[config.mk]
export PLATFORM = sky130hd
export DESIGN_NAME = ultrasonic_ranging_scanner_flat
export DESIGN_NICKNAME = d
export VERILOG_FILES = /design/src/rtl/ursc_pkg.sv /design/src/rtl/ursc_if.sv /design/src/rtl/ursc_ctrl.sv /design/src/rtl/ursc_scale.sv /design/src/rtl/ultrasonic_ranging_scanner.sv /design/src/flat_wrapper.sv
export SDC_FILE = /design/constraint.sdc
export NUM_CORES = 1
export LEC_CHECK = 0
export ABC_AREA = 1
export BUFFER_PORTS_ARGS = -buffer_cell sky130_fd_sc_hd__buf_4
export CORE_UTILIZATION = 70
export CTS_CLUSTER_SIZE = 40
export DETAILED_ROUTE_END_ITERATION = 12
export PLACE_DENSITY = 0.89
export SYNTH_ARGS = -nofsm -noshare
export SYNTH_HDL_FRONTEND = slang
export SYNTH_SLANG_ARGS = --single-unit
[constraint.sdc]
create_clock -name clk -period 17.4 [get_ports clk]
set_input_delay 0.87 -clock clk [delete_from_list [all_inputs] [get_ports clk]]
set_output_delay 0.87 -clock clk [all_outputs]
set_load 0.05 [all_outputs]
[src/rtl/ursc_pkg.sv]
// ursc_pkg: shared types and constants of the ultrasonic ranging scanner
// no dependencies; imported by every rtl module of the block

package ursc_pkg;

  // configuration register indexes
  localparam logic [2:0] REG_SENSOR_COUNT   = 3'd0;
  localparam logic [2:0] REG_TRIGGER_TICKS  = 3'd1;
  localparam logic [2:0] REG_TIMEOUT_TICKS  = 3'd2;
  localparam logic [2:0] REG_GAP_TICKS      = 3'd3;
  localparam logic [2:0] REG_DISTANCE_SCALE = 3'd4;

  // configuration reset values
  localparam logic [3:0]  RST_SENSOR_COUNT   = 4'd0;
  localparam logic [15:0] RST_TRIGGER_TICKS  = 16'd10;
  localparam logic [15:0] RST_TIMEOUT_TICKS  = 16'd38000;
  localparam logic [15:0] RST_GAP_TICKS      = 16'd10000;
  // 0.5 * 343.5 m/s at a 1 MHz tick, in mm per tick, 16.16
  localparam logic [23:0] RST_DISTANCE_SCALE = 24'd11256;

  localparam int CFG_DATA_W = 24;
  localparam int CFG_IDX_W  = 3;

  typedef struct packed {
    logic [3:0]  sensor_count;
    logic [15:0] trigger_ticks;
    logic [15:0] timeout_ticks;
    logic [15:0] gap_ticks;
    logic [23:0] distance_scale;
  } cfg_t;

  // per-item record handed from the sequencer to the scaling stage
  typedef struct packed {
    logic [7:0] trigger_lines;
    logic       report_valid;
    logic [2:0] report_sensor;
    logic       timed_out;
    logic       measured;
  } stage_rec_t;

endpackage

[src/rtl/ursc_if.sv]
// ursc_if: valid/ready channel interfaces for echo samples and reports
// depends on nothing; used by the top level and its environment

interface ursc_echo_if;
  logic       valid;
  logic       ready;
  logic [7:0] echo_lines;

  modport source (output valid, output echo_lines, input ready);
  modport sink   (input valid, input echo_lines, output ready);
endinterface

interface ursc_report_if;
  logic        valid;
  logic        ready;
  logic [7:0]  trigger_lines;
  logic        report_valid;
  logic [2:0]  report_sensor;
  logic [15:0] distance_mm;
  logic        timed_out;

  modport source (output valid, output trigger_lines, output report_valid,
                  output report_sensor, output distance_mm, output timed_out,
                  input ready);
  modport sink   (input valid, input trigger_lines, input report_valid,
                  input report_sensor, input distance_mm, input timed_out,
                  output ready);
endinterface

[src/rtl/ursc_ctrl.sv]
// ursc_ctrl: scan sequencer (gap, trigger, wait for rise, echo high) and stage register
// depends on ursc_pkg

module ursc_ctrl import ursc_pkg::*; #(
  parameter int SENSORS     = 8,
  parameter int COUNT_WIDTH = 16
) (
  input  logic                   clk,
  input  logic                   rst,
  input  cfg_t                   cfg,
  input  logic                   in_valid,
  output logic                   in_ready,
  input  logic [7:0]             echo_lines,
  output logic                   rec_valid,
  input  logic                   rec_ready,
  output stage_rec_t             rec,
  output logic [COUNT_WIDTH-1:0] rec_count
);

  localparam int IDX_W = (SENSORS > 1) ? $clog2(SENSORS) : 1;
  localparam int CMP_W = (COUNT_WIDTH > 16) ? COUNT_WIDTH : 16;
  localparam logic [COUNT_WIDTH-1:0] CNT_MAX = {COUNT_WIDTH{1'b1}};

  typedef enum logic [3:0] {
    PH_GAP       = 4'b0001,
    PH_TRIGGER   = 4'b0010,
    PH_WAIT_RISE = 4'b0100,
    PH_ECHO_HIGH = 4'b1000
  } phase_t;

  phase_t                 phase, phase_next;
  logic [IDX_W-1:0]       sensor_index, sensor_index_next, idx_wrap;
  logic [COUNT_WIDTH-1:0] phase_counter, phase_counter_next, pc_inc;
  logic [COUNT_WIDTH-1:0] echo_counter, echo_counter_next, ec_inc;
  logic [3:0]             count_lim;
  logic                   echo;
  logic                   accept;
  logic                   rpt, tout, meas;
  logic [7:0]             trig;

  assign accept   = in_valid && in_ready;
  assign in_ready = !rec_valid || rec_ready;

  // active sensor count, clipped to the number of sensors built in
  assign count_lim = (32'(cfg.sensor_count) > SENSORS) ? 4'(SENSORS) : cfg.sensor_count;

  // saturating increments
  assign pc_inc = (phase_counter == CNT_MAX) ? phase_counter
                : phase_counter + COUNT_WIDTH'(1);
  assign ec_inc = (echo_counter == CNT_MAX) ? echo_counter
                : echo_counter + COUNT_WIDTH'(1);

  // next sensor in round-robin order
  assign idx_wrap = ((5'(sensor_index) + 5'd1) >= 5'(count_lim)) ? '0
                  : sensor_index + IDX_W'(1);

  // echo level of the selected sensor; sensors past eight read low
  always_comb begin
    echo = 1'b0;
    for (int i = 0; i < 8; i++) begin
      if (32'(sensor_index) == i) echo = echo_lines[i];
    end
  end

  // phase sequencer
  always_comb begin
    phase_next         = phase;
    sensor_index_next  = sensor_index;
    phase_counter_next = phase_counter;
    echo_counter_next  = echo_counter;
    rpt  = 1'b0;
    tout = 1'b0;
    meas = 1'b0;
    if (count_lim == 4'd0) begin
      phase_next         = PH_GAP;
      phase_counter_next = '0;
      echo_counter_next  = '0;
    end else begin
      unique case (phase)
        PH_GAP: begin
          if (CMP_W'(phase_counter) >= CMP_W'(cfg.gap_ticks)) begin
            if (5'(sensor_index) >= 5'(count_lim)) sensor_index_next = '0;
            phase_next         = PH_TRIGGER;
            phase_counter_next = '0;
            echo_counter_next  = '0;
          end else begin
            phase_counter_next = pc_inc;
          end
        end
        PH_TRIGGER: begin
          phase_counter_next = pc_inc;
          if (CMP_W'(pc_inc) >= CMP_W'(cfg.trigger_ticks)) begin
            phase_next         = PH_WAIT_RISE;
            phase_counter_next = '0;
          end
        end
        PH_WAIT_RISE: begin
          if (echo) begin
            phase_next         = PH_ECHO_HIGH;
            echo_counter_next  = COUNT_WIDTH'(1);
            phase_counter_next = '0;
          end else begin
            phase_counter_next = pc_inc;
            if (CMP_W'(pc_inc) >= CMP_W'(cfg.timeout_ticks)) begin
              rpt  = 1'b1;
              tout = 1'b1;
            end
          end
        end
        PH_ECHO_HIGH: begin
          if (echo) begin
            echo_counter_next = ec_inc;
            if (CMP_W'(ec_inc) >= CMP_W'(cfg.timeout_ticks)) begin
              rpt  = 1'b1;
              tout = 1'b1;
            end
          end else begin
            rpt  = 1'b1;
            meas = 1'b1;
          end
        end
        default: begin
          phase_next = PH_GAP;
        end
      endcase
      // measurement finished: back to the gap on the next sensor
      if (rpt) begin
        sensor_index_next  = idx_wrap;
        phase_next         = PH_GAP;
        phase_counter_next = '0;
        echo_counter_next  = '0;
      end
    end
  end

  // trigger drive follows the state after this tick
  always_comb begin
    trig = '0;
    for (int i = 0; i < 8; i++) begin
      trig[i] = (phase_next == PH_TRIGGER) && (32'(sensor_index_next) == i);
    end
  end

  // sequencer state, advanced once per accepted item
  always_ff @(posedge clk) begin
    if (rst) begin
      phase         <= PH_GAP;
      sensor_index  <= '0;
      phase_counter <= '0;
      echo_counter  <= '0;
    end else if (accept) begin
      phase         <= phase_next;
      sensor_index  <= sensor_index_next;
      phase_counter <= phase_counter_next;
      echo_counter  <= echo_counter_next;
    end
  end

  // stage register toward the scaling stage
  always_ff @(posedge clk) begin
    if (rst) begin
      rec_valid <= 1'b0;
    end else if (accept) begin
      rec_valid <= 1'b1;
    end else if (rec_ready) begin
      rec_valid <= 1'b0;
    end
  end

  always_ff @(posedge clk) begin
    if (accept) begin
      rec.trigger_lines <= trig;
      rec.report_valid  <= rpt;
      rec.report_sensor <= rpt ? 3'(sensor_index) : 3'd0;
      rec.timed_out     <= tout;
      rec.measured      <= meas;
      rec_count         <= echo_counter;
    end
  end

`ifndef SYNTHESIS
  a_idle_gap: assert property (@(posedge clk) disable iff (rst)
    accept && count_lim == 4'd0 |=> phase == PH_GAP && phase_counter == '0)
    else $error("idle scan left the gap phase");

  a_report_to_gap: assert property (@(posedge clk) disable iff (rst)
    accept && rpt |=> phase == PH_GAP && echo_counter == '0)
    else $error("report not followed by a gap");

  a_trig_onehot: assert property (@(posedge clk) disable iff (rst)
    rec_valid |-> $onehot0(rec.trigger_lines))
    else $error("more than one trigger line driven");

  a_timeout_kind: assert property (@(posedge clk) disable iff (rst)
    rec_valid && rec.timed_out |-> rec.report_valid && !rec.measured)
    else $error("timeout flagged on a non-report or a measurement");

  a_stage_hold: assert property (@(posedge clk) disable iff (rst)
    rec_valid && !rec_ready |=> rec_valid && $stable(rec_count) && $stable(rec))
    else $error("stalled stage record changed");
`endif

endmodule

[src/rtl/ursc_scale.sv]
// ursc_scale: tick count to millimetre conversion with saturation, output register
// depends on ursc_pkg and ursc_if

module ursc_scale import ursc_pkg::*; #(
  parameter int COUNT_WIDTH = 16
) (
  input  logic                   clk,
  input  logic                   rst,
  input  logic [23:0]            distance_scale,
  input  logic                   rec_valid,
  output logic                   rec_ready,
  input  stage_rec_t             rec,
  input  logic [COUNT_WIDTH-1:0] rec_count,
  ursc_report_if.source          report
);

  localparam int PROD_W = COUNT_WIDTH + 24;

  logic [PROD_W-1:0] product;
  logic [15:0]       range_mm;
  logic              take;

  assign rec_ready = !report.valid || report.ready;
  assign take      = rec_valid && rec_ready;

  // floor(count * scale / 65536), clipped to 16 bits
  assign product = PROD_W'(rec_count) * PROD_W'(distance_scale);
  always_comb begin
    if (!rec.measured) begin
      range_mm = 16'd0;
    end else if ((product >> 32) != '0) begin
      range_mm = 16'hFFFF;
    end else begin
      range_mm = product[31:16];
    end
  end

  // result register
  always_ff @(posedge clk) begin
    if (rst) begin
      report.valid <= 1'b0;
    end else if (take) begin
      report.valid <= 1'b1;
    end else if (report.ready) begin
      report.valid <= 1'b0;
    end
  end

  always_ff @(posedge clk) begin
    if (take) begin
      report.trigger_lines <= rec.trigger_lines;
      report.report_valid  <= rec.report_valid;
      report.report_sensor <= rec.report_sensor;
      report.distance_mm   <= range_mm;
      report.timed_out     <= rec.timed_out;
    end
  end

endmodule

[src/rtl/ultrasonic_ranging_scanner.sv]
// Round-robin echo ranging scanner for up to eight ultrasonic sensors. Each item on
// echo_in is one timing tick of sampled echo levels and yields exactly one item on
// report_out holding the trigger drive for that tick and, when a measurement ends,
// the sensor index, the distance in mm (count times a 16.16 scale, saturated) or a
// timeout flag. One item is taken every clock while report_out does not stall; the
// sequencer stage registers an item at the edge that accepts it, and the multiplier
// stage that converts the echo count registers its report from that stage record.
// A stalled report_out holds echo_in back once both stages are full.
// Registers are written through cfg_we/cfg_index/cfg_data.
// depends on ursc_pkg, ursc_if, ursc_ctrl and ursc_scale

module ultrasonic_ranging_scanner import ursc_pkg::*; #(
  parameter int SENSORS     = 8,
  parameter int COUNT_WIDTH = 16
) (
  input  logic                  clk,
  input  logic                  rst,
  input  logic                  cfg_we,
  input  logic [CFG_IDX_W-1:0]  cfg_index,
  input  logic [CFG_DATA_W-1:0] cfg_data,
  ursc_echo_if.sink             echo_in,
  ursc_report_if.source         report_out
);

  cfg_t                   cfg;
  logic                   rec_valid;
  logic                   rec_ready;
  stage_rec_t             rec;
  logic [COUNT_WIDTH-1:0] rec_count;

  // configuration registers
  always_ff @(posedge clk) begin
    if (rst) begin
      cfg.sensor_count   <= RST_SENSOR_COUNT;
      cfg.trigger_ticks  <= RST_TRIGGER_TICKS;
      cfg.timeout_ticks  <= RST_TIMEOUT_TICKS;
      cfg.gap_ticks      <= RST_GAP_TICKS;
      cfg.distance_scale <= RST_DISTANCE_SCALE;
    end else if (cfg_we) begin
      unique case (cfg_index)
        REG_SENSOR_COUNT:   cfg.sensor_count   <= cfg_data[3:0];
        REG_TRIGGER_TICKS:  cfg.trigger_ticks  <= cfg_data[15:0];
        REG_TIMEOUT_TICKS:  cfg.timeout_ticks  <= cfg_data[15:0];
        REG_GAP_TICKS:      cfg.gap_ticks      <= cfg_data[15:0];
        REG_DISTANCE_SCALE: cfg.distance_scale <= cfg_data[23:0];
        default: begin
        end
      endcase
    end
  end

  // sequencer
  ursc_ctrl #(
    .SENSORS     (SENSORS),
    .COUNT_WIDTH (COUNT_WIDTH)
  ) u_ctrl (
    .clk        (clk),
    .rst        (rst),
    .cfg        (cfg),
    .in_valid   (echo_in.valid),
    .in_ready   (echo_in.ready),
    .echo_lines (echo_in.echo_lines),
    .rec_valid  (rec_valid),
    .rec_ready  (rec_ready),
    .rec        (rec),
    .rec_count  (rec_count)
  );

  // distance conversion and result register
  ursc_scale #(
    .COUNT_WIDTH (COUNT_WIDTH)
  ) u_scale (
    .clk            (clk),
    .rst            (rst),
    .distance_scale (cfg.distance_scale),
    .rec_valid      (rec_valid),
    .rec_ready      (rec_ready),
    .rec            (rec),
    .rec_count      (rec_count),
    .report         (report_out)
  );

endmodule
[src/flat_wrapper.sv]
// flat-port wrapper written by rule: the top's interface ports become plain ports
module ultrasonic_ranging_scanner_flat import ursc_pkg::*;
#(
  parameter int SENSORS     = 8,
  parameter int COUNT_WIDTH = 16
)
  (clk, rst, cfg_we, cfg_index, cfg_data, echo_in_valid, echo_in_echo_lines, echo_in_ready, report_out_valid, report_out_trigger_lines, report_out_report_valid, report_out_report_sensor, report_out_distance_mm, report_out_timed_out, report_out_ready);
  ursc_echo_if echo_in_i ();
  ursc_report_if report_out_i ();
  input  logic clk;
  input  logic rst;
  input  logic cfg_we;
  input  logic [CFG_IDX_W-1:0] cfg_index;
  input  logic [CFG_DATA_W-1:0] cfg_data;
  input wire logic [$bits(echo_in_i.valid)-1:0] echo_in_valid;
  input wire logic [$bits(echo_in_i.echo_lines)-1:0] echo_in_echo_lines;
  output wire logic [$bits(echo_in_i.ready)-1:0] echo_in_ready;
  output wire logic [$bits(report_out_i.valid)-1:0] report_out_valid;
  output wire logic [$bits(report_out_i.trigger_lines)-1:0] report_out_trigger_lines;
  output wire logic [$bits(report_out_i.report_valid)-1:0] report_out_report_valid;
  output wire logic [$bits(report_out_i.report_sensor)-1:0] report_out_report_sensor;
  output wire logic [$bits(report_out_i.distance_mm)-1:0] report_out_distance_mm;
  output wire logic [$bits(report_out_i.timed_out)-1:0] report_out_timed_out;
  input wire logic [$bits(report_out_i.ready)-1:0] report_out_ready;
  assign echo_in_i.valid = echo_in_valid;
  assign echo_in_i.echo_lines = echo_in_echo_lines;
  assign echo_in_ready = echo_in_i.ready;
  assign report_out_valid = report_out_i.valid;
  assign report_out_trigger_lines = report_out_i.trigger_lines;
  assign report_out_report_valid = report_out_i.report_valid;
  assign report_out_report_sensor = report_out_i.report_sensor;
  assign report_out_distance_mm = report_out_i.distance_mm;
  assign report_out_timed_out = report_out_i.timed_out;
  assign report_out_i.ready = report_out_ready;
  ultrasonic_ranging_scanner #(.SENSORS(SENSORS), .COUNT_WIDTH(COUNT_WIDTH)) u_core (.clk(clk), .rst(rst), .cfg_we(cfg_we), .cfg_index(cfg_index), .cfg_data(cfg_data), .echo_in(echo_in_i), .report_out(report_out_i));
endmodule
; After elaboration in Yosys (flattened, before gate mapping)
; Cells that the tools add are included.
[op_classes]
add_sub_neg = 4
n_mul = 1
order_cmp = 7
n_eq_ne = 28
mux = 50
bitwise_logic = 1
n_reduce_logical = 31
[op_table]
columns = operator, n
row1 = $mux 16, 13
row2 = $pmux 16 s3, 2
row3 = $ge 16x16->1, 4
row4 = $mul 16x24->40, 1
row5 = $reduce_bool 40->1, 1
row6 = $add 16x1->16 const B, 2
row7 = $eq 16x16->1 const B, 2
row8 = $eq 3x3->1 const B, 9
row9 = $mux 4, 6
row10 = $mux 1, 20
row11 = $eq 3x2->1 const B, 6
row12 = $mux 3, 6
row13 = $pmux 4 s4, 1
row14 = $ne 4x4->1 const B, 3
row15 = $reduce_and 2->1, 6
row16 = $logic_and 1x1->1, 10
row17 = $reduce_bool 5->1, 2
row18 = $eq 3x1->1 const B, 3
row19 = $logic_not 3->1, 3
row20 = $eq 4x2->1 const B, 2
row21 = $reduce_and 5->1, 1
row22 = $add 3x1->4 const B, 1
row23 = $eq 4x1->1 const B, 1
row24 = $eq 4x3->1 const B, 1
row25 = other kinds (12), 16
[word_totals]
ff_bits = 176
in_bits = 40
out_inout_bits = 31

; Longest topological paths before layout
; Gate-level depths: netlist of run 1.
[logic_depth]
ltp_word = 16
depth_mapped = 36

; Hierarchy
; Synthesis of run 1 repeated with hierarchy kept, for this count alone.
[unflattened]
cells_unflattened = 3128
hier_area_um2 = 23201.0
[by_module_without_submodules]
columns = mod, n_inst, cells_each, area_each_um2
row1 = ursc_scale, 1, 1853, 14111.0
row2 = ursc_ctrl, 1, 852, 6077.1
row3 = ultrasonic_ranging_scanner, 1, 423, 3012.9

; Worst setup path after synthesis of run 1
; Ideal clock, no wire load.
[synth_timing]
kind = flip-flop to flip-flop
startpoint = register, netlist name u_core.cfg[13]
endpoint = register u_core.u_scale.report.distance_mm[10] (data pin)
setup_time_ns = 0.250
arrival_time_ns = 5.864
t_required_ns = 17.150
setup_slack_ns = 11.286
path_stages_with_launch = 32
n_path_buf = 3
period_less_slack_ns = 6.114
path_cell_list = dfxtp_1 -> clkbuf_1 -> clkbuf_1 -> nand2_1 -> fa_1 -> inv_1 -> fa_1 -> inv_1 -> fa_1 -> inv_1 -> fa_1 -> fa_1 -> inv_1 -> fa_1 -> inv_1 -> ha_1 -> nand2_1 -> nor2_1 -> inv_1 -> nor3_1 -> nand2_1 -> nand2_1 -> nand3_1 -> nand2_1 -> nand2_1 -> nand2_1 -> nand3_1 -> nor2_4 -> buf_4 -> nand3_1 -> nand2_1 -> inv_1
[synth_via]
elab_chain_len = 3
[synth_lines]
columns = element, line_no
row1 = $mul 16x24->40 *, ursc_scale.sv:27  ; assign product = PROD_W'(rec_count) * PROD_W'(distance_scale);
row2 = $reduce_bool 40->1, ursc_scale.sv:31  ; end else if ((product >> 32) != '0) begin
row3 = $mux 16 *, ursc_scale.sv:31
row4 = to (signal assigned), ursc_scale.sv:54  ; report.distance_mm <= range_mm;
row5 = to (decl), ursc_if.sv:23  ; output report_sensor, output distance_mm, output timed_out,
; Every way passes the cells marked *; elsewhere a longest branch is shown, timed or not.
; A chain may end at the register's enable or synchronous reset.

; Final worst setup path of run 1
[layout_timing]
startpoint = register u_core.u_ctrl.rec_count[8]
endpoint = register u_core.u_scale.report.distance_mm[8] (data pin)
[layout_via]
elab_chain_len = 3
[layout_lines]
columns = element, line_no
row1 = from (decl), ursc_ctrl.sv:17  ; output logic [COUNT_WIDTH-1:0] rec_count
row2 = from (signal assigned), ursc_ctrl.sv:177  ; rec_count <= echo_counter;
row3 = $mul 16x24->40 *, ursc_scale.sv:27
row4 = $reduce_bool 40->1, ursc_scale.sv:31
row5 = $mux 16 *, ursc_scale.sv:31
; Marks and branches as above.

==> metrics.yaml, run 1 <==
clock_network:
  clockBufferDepth: 2
  cts_tree: "done"
  ctsResizeCount: 0
  clock-sinks: 176
  cts_hold_buf: 0
  post_cts_buffers: 0
  path_clk_slew_ns: 0.08
  htreeDepth: 4
  cts_buffers: 17
  root_buffer: "clkbuf_16"
  clk_latency_ns: 0.46
global_routing:
  grt_usage: 0.4037
  grt_pass1_vias: 20860
  grt_pass1_wl_um: 104300
  antenna_found_initial: 1
  grt_max_degree: 109
  grt_overflow_total: 0
yosys:
  synthCells: 3091
  ys.flop_type: "dfxtp_1"
  synth-async-reset-ratio: 0
  syn-cell-area_um2: 22790
  synth_edf_count: 59
  seq_area_frac_synth: 0.1805
  syn_area_per_cell_um2: 7.373
  yosys_warnings: 0
  yosys.cell_types.count: 45
  synth-seq-cells: 176
  syn_nets: 3624
layout:
  layout-drive-gt1-share: 0.05120
  final-seq-area_um2: 4114
  mostFrequentLayoutCell: "nand2_1"
  fill_cells: 2402
  nets: 3606
  final_util: 0.7562
  final_cell_mix: "nand2_1 (785), inv_1 (756), fa_1 (305), nor2_1 (250), ha_1 (188)"
  multi_input_area_um2: 15310
  area_growth_pct: 5.512
  insertedDiodeCount: 0
power_and_ir_drop:
  p_int_mw: 1.749
  power_frac_seq: 0.128
  vdd_drop_max_mv: 0.3290
  pwr-share-comb: 0.777
  switchingPower_mw: 2.399
  power_density_nw_per_um2: 172.5
  clkPwrFrac: 0.095
  netSwitchingFraction: 0.5784
  p_leak_nw: 13.13
routing:
  drt_iter0_markers: 1921
  wl_um: 62830
  vias: 19990
  ant_nets: 0
  avgViaCountPerCell: 5.676
  drc_errors: 0
  first_pass_iters: 6
  drt-wirelength-per-cell_um: 17.84
timing:
  worst_slew_pin_slew_ns: 1.379
  rsz0062_at_grt: "false"
  period_share: 0.4238
  layout_min_cycle_time_ns: 7.375
  hold_viol: 0
  finalSetupViolations: 0
  final.setup.tns_ns: 0
  slew_headroom: 0.08077
  timing.hold.ws_ns: 0.4255
  setup_ws_ns: 10.03
  max_freq_mhz: 135.6
  fin_worst_skew_ns: 0.01940
  slew_violations: 0
worst_setup_path:
  worst_r2r_path_depth: 23
  r2r-end: "u_core.u_scale.report.distance_mm[8]"
  crit_required_ns: 17.61
  critPathCaptureType: "flop"
  crit_arrival_ns: 7.59
  r2r-start: "u_core.u_ctrl.rec_count[8]"
  crit_fanout: 24
  cp-start-kind: "flop"
  r2r_slack_ns: 10.03
  crit_type: "reg2reg"
status:
  status: "finished, final reports clean"
floorplanning:
  die_w_um: 182.4
  core_um2: 31800
  die_h_um: 182.4
  io_pins: 71
  die_area_um2: 33280
  fp-row-count: 65
  start_util: 0.7167
worst_hold_path:
  min_to: "u_core.u_scale.report.trigger_lines[2]"
  hp-start: "u_core.u_ctrl.rec[8]"
  hold_depth: 0
  hold_path_class: "reg2reg"
place:
  io_buffers: 70
  hpwl_um: 48750
  gp_congestion: 0.9733
  place_ws_ns: 10.26
flow_run:
  max_cap_viol_count: 0
[cell usage after synthesis, types with 7 or more instances]
cell,n,area [µm²]
a21oi_1,132,660.6
o21bai_1,9,67.56
nor4_1,7,43.79
inv_1,756,2838
edfxtp_1,59,1772
nor2_1,250,938.4
nand4_1,22,137.6
nor3_2,11,110.1
xor2_1,24,210.2
nand2_1,785,2947
o21ai_0,100,500.5
nand3_1,101,505.5
xnor2_1,15,131.4
o211ai_1,9,67.56
fa_1,305,6106
clkbuf_1,103,386.6
dfxtp_1,117,2342
ha_1,188,2352
nor3_1,27,135.1
[worst max path at each step]
| stage | to | cells past startpoint | slack, ns | startpoint |
|---|---|---|---|---|
| floorplan | u_core.u_scale.report.distance_mm[10] | 31 | 11.29 | u_core.cfg[13] |
| global placement | u_core.u_scale.report.distance_mm[4] | 25 | 10.43 | u_core.u_ctrl.rec_count[1] |
| detailed placement | u_core.u_scale.report.distance_mm[7] | 24 | 10.26 | u_core.u_ctrl.rec_count[7] |
| CTS | u_core.u_scale.report.distance_mm[8] | 23 | 10.15 | u_core.u_ctrl.rec_count[7] |
| global route | u_core.u_scale.report.distance_mm[8] | 25 | 9.75 | u_core.u_ctrl.rec_count[7] |
| finish | u_core.u_scale.report.distance_mm[8] | 23 | 10.03 | u_core.u_ctrl.rec_count[8] |
[per-layer routing]
layer	GRT usage	part of all wire	vias to the layer above
li1	-	-	9148
met1	0.4871	0.37	9477
met2	0.6913	0.48	1070
met3	0.07324	0.093	291
met4	0.2104	0.058	0
met5	0	0	-
[registers in the layout, indices dropped and copies added, names as in the netlist, 4 cells and up]
register                             count
u_core.u_scale.report.distance_mm       16
u_core.u_ctrl.echo_counter              16
u_core.u_ctrl.rec_count                 16
u_core.u_scale.report.trigger_lines      8
u_core.cfg                              76
u_core.u_ctrl.rec                       14
u_core.u_ctrl.phase                      4
u_core.u_ctrl.phase_counter             16
[stage by stage]
step / power [mW] / instances / cell area [µm²]
CTS: 4.100 / 3521 / 24050
global placement: 3.645 / 3489 / 23460
detailed placement: 3.653 / 3489 / 23460
global route: 4.512 / 3521 / 24050
finish: 4.148 / 3521 / 24050
floorplan: 2.650 / 3091 / 22790
[power by group through the flow]
stage / clock network, mW / registers [mW] / logic, mW
2_1_floorplan: 0 / 0.553 / 2.10
3_3_place_gp: 0 / 0.534 / 3.11
3_5_place_dp: 0 / 0.535 / 3.12
4_1_cts: 0.395 / 0.526 / 3.18
5_1_grt: 0.411 / 0.531 / 3.57
6_report: 0.396 / 0.529 / 3.22
[layout make-up]
cell class / instances / share of cell area
Multi-Input combinational cell: 2032 / 0.6367
Sequential cell: 176 / 0.1711
Tap cell: 435 / 0.02263
Clock buffer: 18 / 0.01785
Clock inverter: 14 / 0.006660
Timing Repair Buffer: 83 / 0.02591
Inverter: 763 / 0.1191
[logic make-up after synthesis]
group / share of synthesized area
flops: 0.1805
fa+ha+maj: 0.3711
simple gates: 0.2219
xor+xnor: 0.01499
compound gates: 0.06336
buf+inv: 0.1481
[worst max-delay path, stage by stage, from the launching register on]
cell	delay, ns
edfxtp_1	1.10
nand2_1	0.24
fa_1	0.57
inv_1	0.06
fa_1	0.49
fa_1	0.58
fa_1	0.50
fa_1	0.52
inv_1	0.06
fa_1	0.49
inv_1	0.06
ha_1	0.40
a21oi_1	0.27
o21ai_0	0.21
a21oi_1	0.19
nand3_1	0.20
nand2_1	0.14
nand3_1	0.09
nand2_1	0.08
nand2_1	0.06
nor2_2	0.46
nand3_1	0.19
nand2_1	0.11
inv_1	0.05
Note: power is estimated with default switching activity, not from simulation.
==> inputs of run 2 (changes only) <==
--- a/config.mk
+++ b/config.mk
@@ -5,12 +5,12 @@
 export SDC_FILE = /design/constraint.sdc
 export NUM_CORES = 1
 export LEC_CHECK = 0
-export ABC_AREA = 1
+export ABC_AREA = 0
 export BUFFER_PORTS_ARGS = -buffer_cell sky130_fd_sc_hd__buf_4
-export CORE_UTILIZATION = 70
+export CORE_UTILIZATION = 59
 export CTS_CLUSTER_SIZE = 40
 export DETAILED_ROUTE_END_ITERATION = 12
-export PLACE_DENSITY = 0.89
+export PLACE_DENSITY = 0.8
 export SYNTH_ARGS = -nofsm -noshare
 export SYNTH_HDL_FRONTEND = slang
 export SYNTH_SLANG_ARGS = --single-unit
==> constraint.sdc (replaced) <==
create_clock -name clk -period 6.6 [get_ports clk]
set_input_delay 0.33 -clock clk [delete_from_list [all_inputs] [get_ports clk]]
set_output_delay 0.33 -clock clk [all_outputs]
set_load 0.05 [all_outputs]
==> run 2 against run 1 <==
The run now ends with setup timing left. Wire length decreased by 7.4%. Sequential cell count is the same. Synthesized cell count down 20%. First-iteration DRC count decreased by 15%.
==> metrics.yaml, run 2 <==
floorplanning:
  start_util: 0.6027
  die_area_um2: 37370
  die_w_um: 193.3
  core_um2: 35830
  die_h_um: 193.3
  fp-row-count: 69
  io_pins: 71
routing:
  ant_nets: 0
  first_pass_iters: 8
  wl_um: 58160
  drt_iter0_markers: 1637
  avgViaCountPerCell: 5.927
  vias: 18200
  drc_errors: 0
  drt-wirelength-per-cell_um: 18.94
yosys:
  synthCells: 2467
  synth-seq-cells: 176
  seq_area_frac_synth: 0.1905
  syn_area_per_cell_um2: 8.753
  syn_nets: 3000
  yosys.area.top_type: "fa_1"
  synth_top_cells_by_area: "fa_1 (28%), ha_1 (11%), dfxtp_1 (11%)"
  synth_edf_count: 59
  yosys.cell_types.count: 80
  yosys_warnings: 0
  yosysMostFrequentCell: "nand2_1"
  synth-async-reset-ratio: 0
  synth.top_cell.area_share: 0.2828
  syn-cell-area_um2: 21590
  ys.flop_type: "dfxtp_1"
  synthTopCellsByCount: "nand2_1 (425), inv_1 (419), fa_1 (305)"
layout:
  fill_cells: 2652
  largest_reg_flops: 76
  layout-drive-gt1-share: 0.1352
  multi_input_area_um2: 15820
  final_cell_mix: "nand2_1 (423), inv_1 (414), fa_1 (288), buf_4 (201), and2_1 (185)"
  area_growth_pct: 13.88
  top_register: "u_core.cfg"
  nets: 3130
  finalInstanceArea_um2: 24590
  mostFrequentLayoutCell: "nand2_1"
  final-seq-area_um2: 4123
  insertedDiodeCount: 0
  fin_cells: 3071
worst_setup_path:
  cp-start-kind: "flop"
  crit_buf_inv: 8
  worst_r2r_path_depth: 25
  max_stage_delay_ns: 0.59
  cpMostUsedCell: "fa_1"
  r2r-end: "u_core.u_scale.report.distance_mm[3]"
  cp_slowest_cell: "fa_2"
  path_delay_family: "adder cells"
  crit_arrival_ns: 6.86
  crit_type: "reg2reg"
  critPathCaptureType: "flop"
  crit_fanout: 10
  r2r_slack_ns: -0.09
  critPathLaunch: "u_core.u_ctrl.rec_count[12]"
  r2r-start: "u_core.u_ctrl.rec_count[12]"
  crit_required_ns: 6.77
status:
  status: "finished, violations left"
  violations: "setup timing"
clock_network:
  clk_latency_ns: 0.45
  clockBufferDepth: 2
  cts_tree: "done"
  htreeDepth: 4
  path_clk_slew_ns: 0.08
  cts_buffers: 17
  clock-sinks: 176
  root_buffer: "clkbuf_16"
timing:
  slew_violations: 0
  hold_viol: 0
  fin_worst_skew_ns: 0.01154
  max_freq_mhz: 149.4
  period_share: 1.014
  final.setup.tns_ns: -1.170
  finalSetupViolations: 16
  setup_ws_ns: -0.09268
  slew_headroom: 0.2424
  rsz0062_at_grt: "true"
  worst_slew_pin_slew_ns: 1.133
  layout_min_cycle_time_ns: 6.693
place:
  hpwl_um: 45190
  place_inst: 3014
  place_ws_ns: -0.1746
  dpl-instance-area_um2: 23320
  io_buffers: 70
  gp_congestion: 0.9887
global_routing:
  grt_pass1_wl_um: 96190
  antenna_found_initial: 0
  grt_max_degree: 47
  grt_usage: 0.3236
  grt_pass1_vias: 18910
  grt_overflow_total: 0
flow_run:
  max_cap_viol_count: 0
power_and_ir_drop:
  vdd_drop_max_mv: 0.4152
  p_leak_nw: 11.38
  power_density_nw_per_um2: 262.4
worst_hold_path:
  hold_depth: 3
  min_to: "u_core.u_ctrl.rec_valid"
  hold_path_class: "in2reg"
  hp-start: "echo_in_valid"
run 2: cell families after synthesis:
kind of cell,count (synthesis),synth area share
xor gates and xnor gates,38,0.01541
DFF,176,0.1905
adders and majority gates,493,0.3917
muxes,19,0.009097
and+or+nand+nor,867,0.1945
AOI/OAI and AO/OA,342,0.1058
buffers and inverters,532,0.09294
run 2: power by group:
| group | internal, mW | switching (mW) | leakage, nW | total (mW) |
|---|---|---|---|---|
| registers | 1.19 | 0.0352 | 1.53 | 1.22 |
| clock network | 0.587 | 0.514 | 0.309 | 1.10 |
| logic | 1.87 | 2.26 | 9.54 | 4.13 |
| total | 3.65 | 2.81 | 11.4 | 6.45 |
run 2: per-layer routing:
metal,vias up,global-route usage,part of all wire
li1,8172,-,-
met1,8950,0.4128,0.39
met2,884,0.5463,0.48
met3,195,0.05230,0.084
met4,0,0.1404,0.043
met5,-,0,0
run 2: worst max path at each step:
stage	end	cells after the start
finish	u_core.u_scale.report.distance_mm[3]	25
global placement	u_core.u_scale.report.distance_mm[5]	24
CTS	u_core.u_scale.report.distance_mm[15]	23
detailed placement	u_core.u_scale.report.distance_mm[15]	24
global route	u_core.u_scale.report.distance_mm[6]	25
floorplan	u_core.u_scale.report.distance_mm[5]	23
run 2: area by class of cell:
type	count	area share
multi-input combinational	1759	0.6432
tap	461	0.02346
timing repair buffer	223	0.07566
clock inverter	13	0.006564
sequential	176	0.1677
clock buffer	19	0.01934
inverter	420	0.06411
run 2: timing repair:
item / in CTS / in global routing
endpoints found under the setup margin: 16 / 16
buffers inserted: 15 / 6
pin swaps: 31 / 19
gates resized for setup: 70 / 32
gates cloned: 4 / 0
hold buffers: 0 / 0
run 2: stage by stage:
step                      power, mW    util  hold WS [ns]
after floorplan               3.577       -        0.4003
after global placement        4.776  0.6510        0.4025
after detailed placement      4.827  0.6510        0.4068
after CTS                     6.259  0.6824       0.09801
after global routing          6.957  0.6863        0.1338
final                         6.453  0.6863        0.1125
run 2: tightest hold or removal path, cell delays in order:
cell and delay (ns):
buf_4 0.08, a21oi_1 0.03, nor2_1 0.07
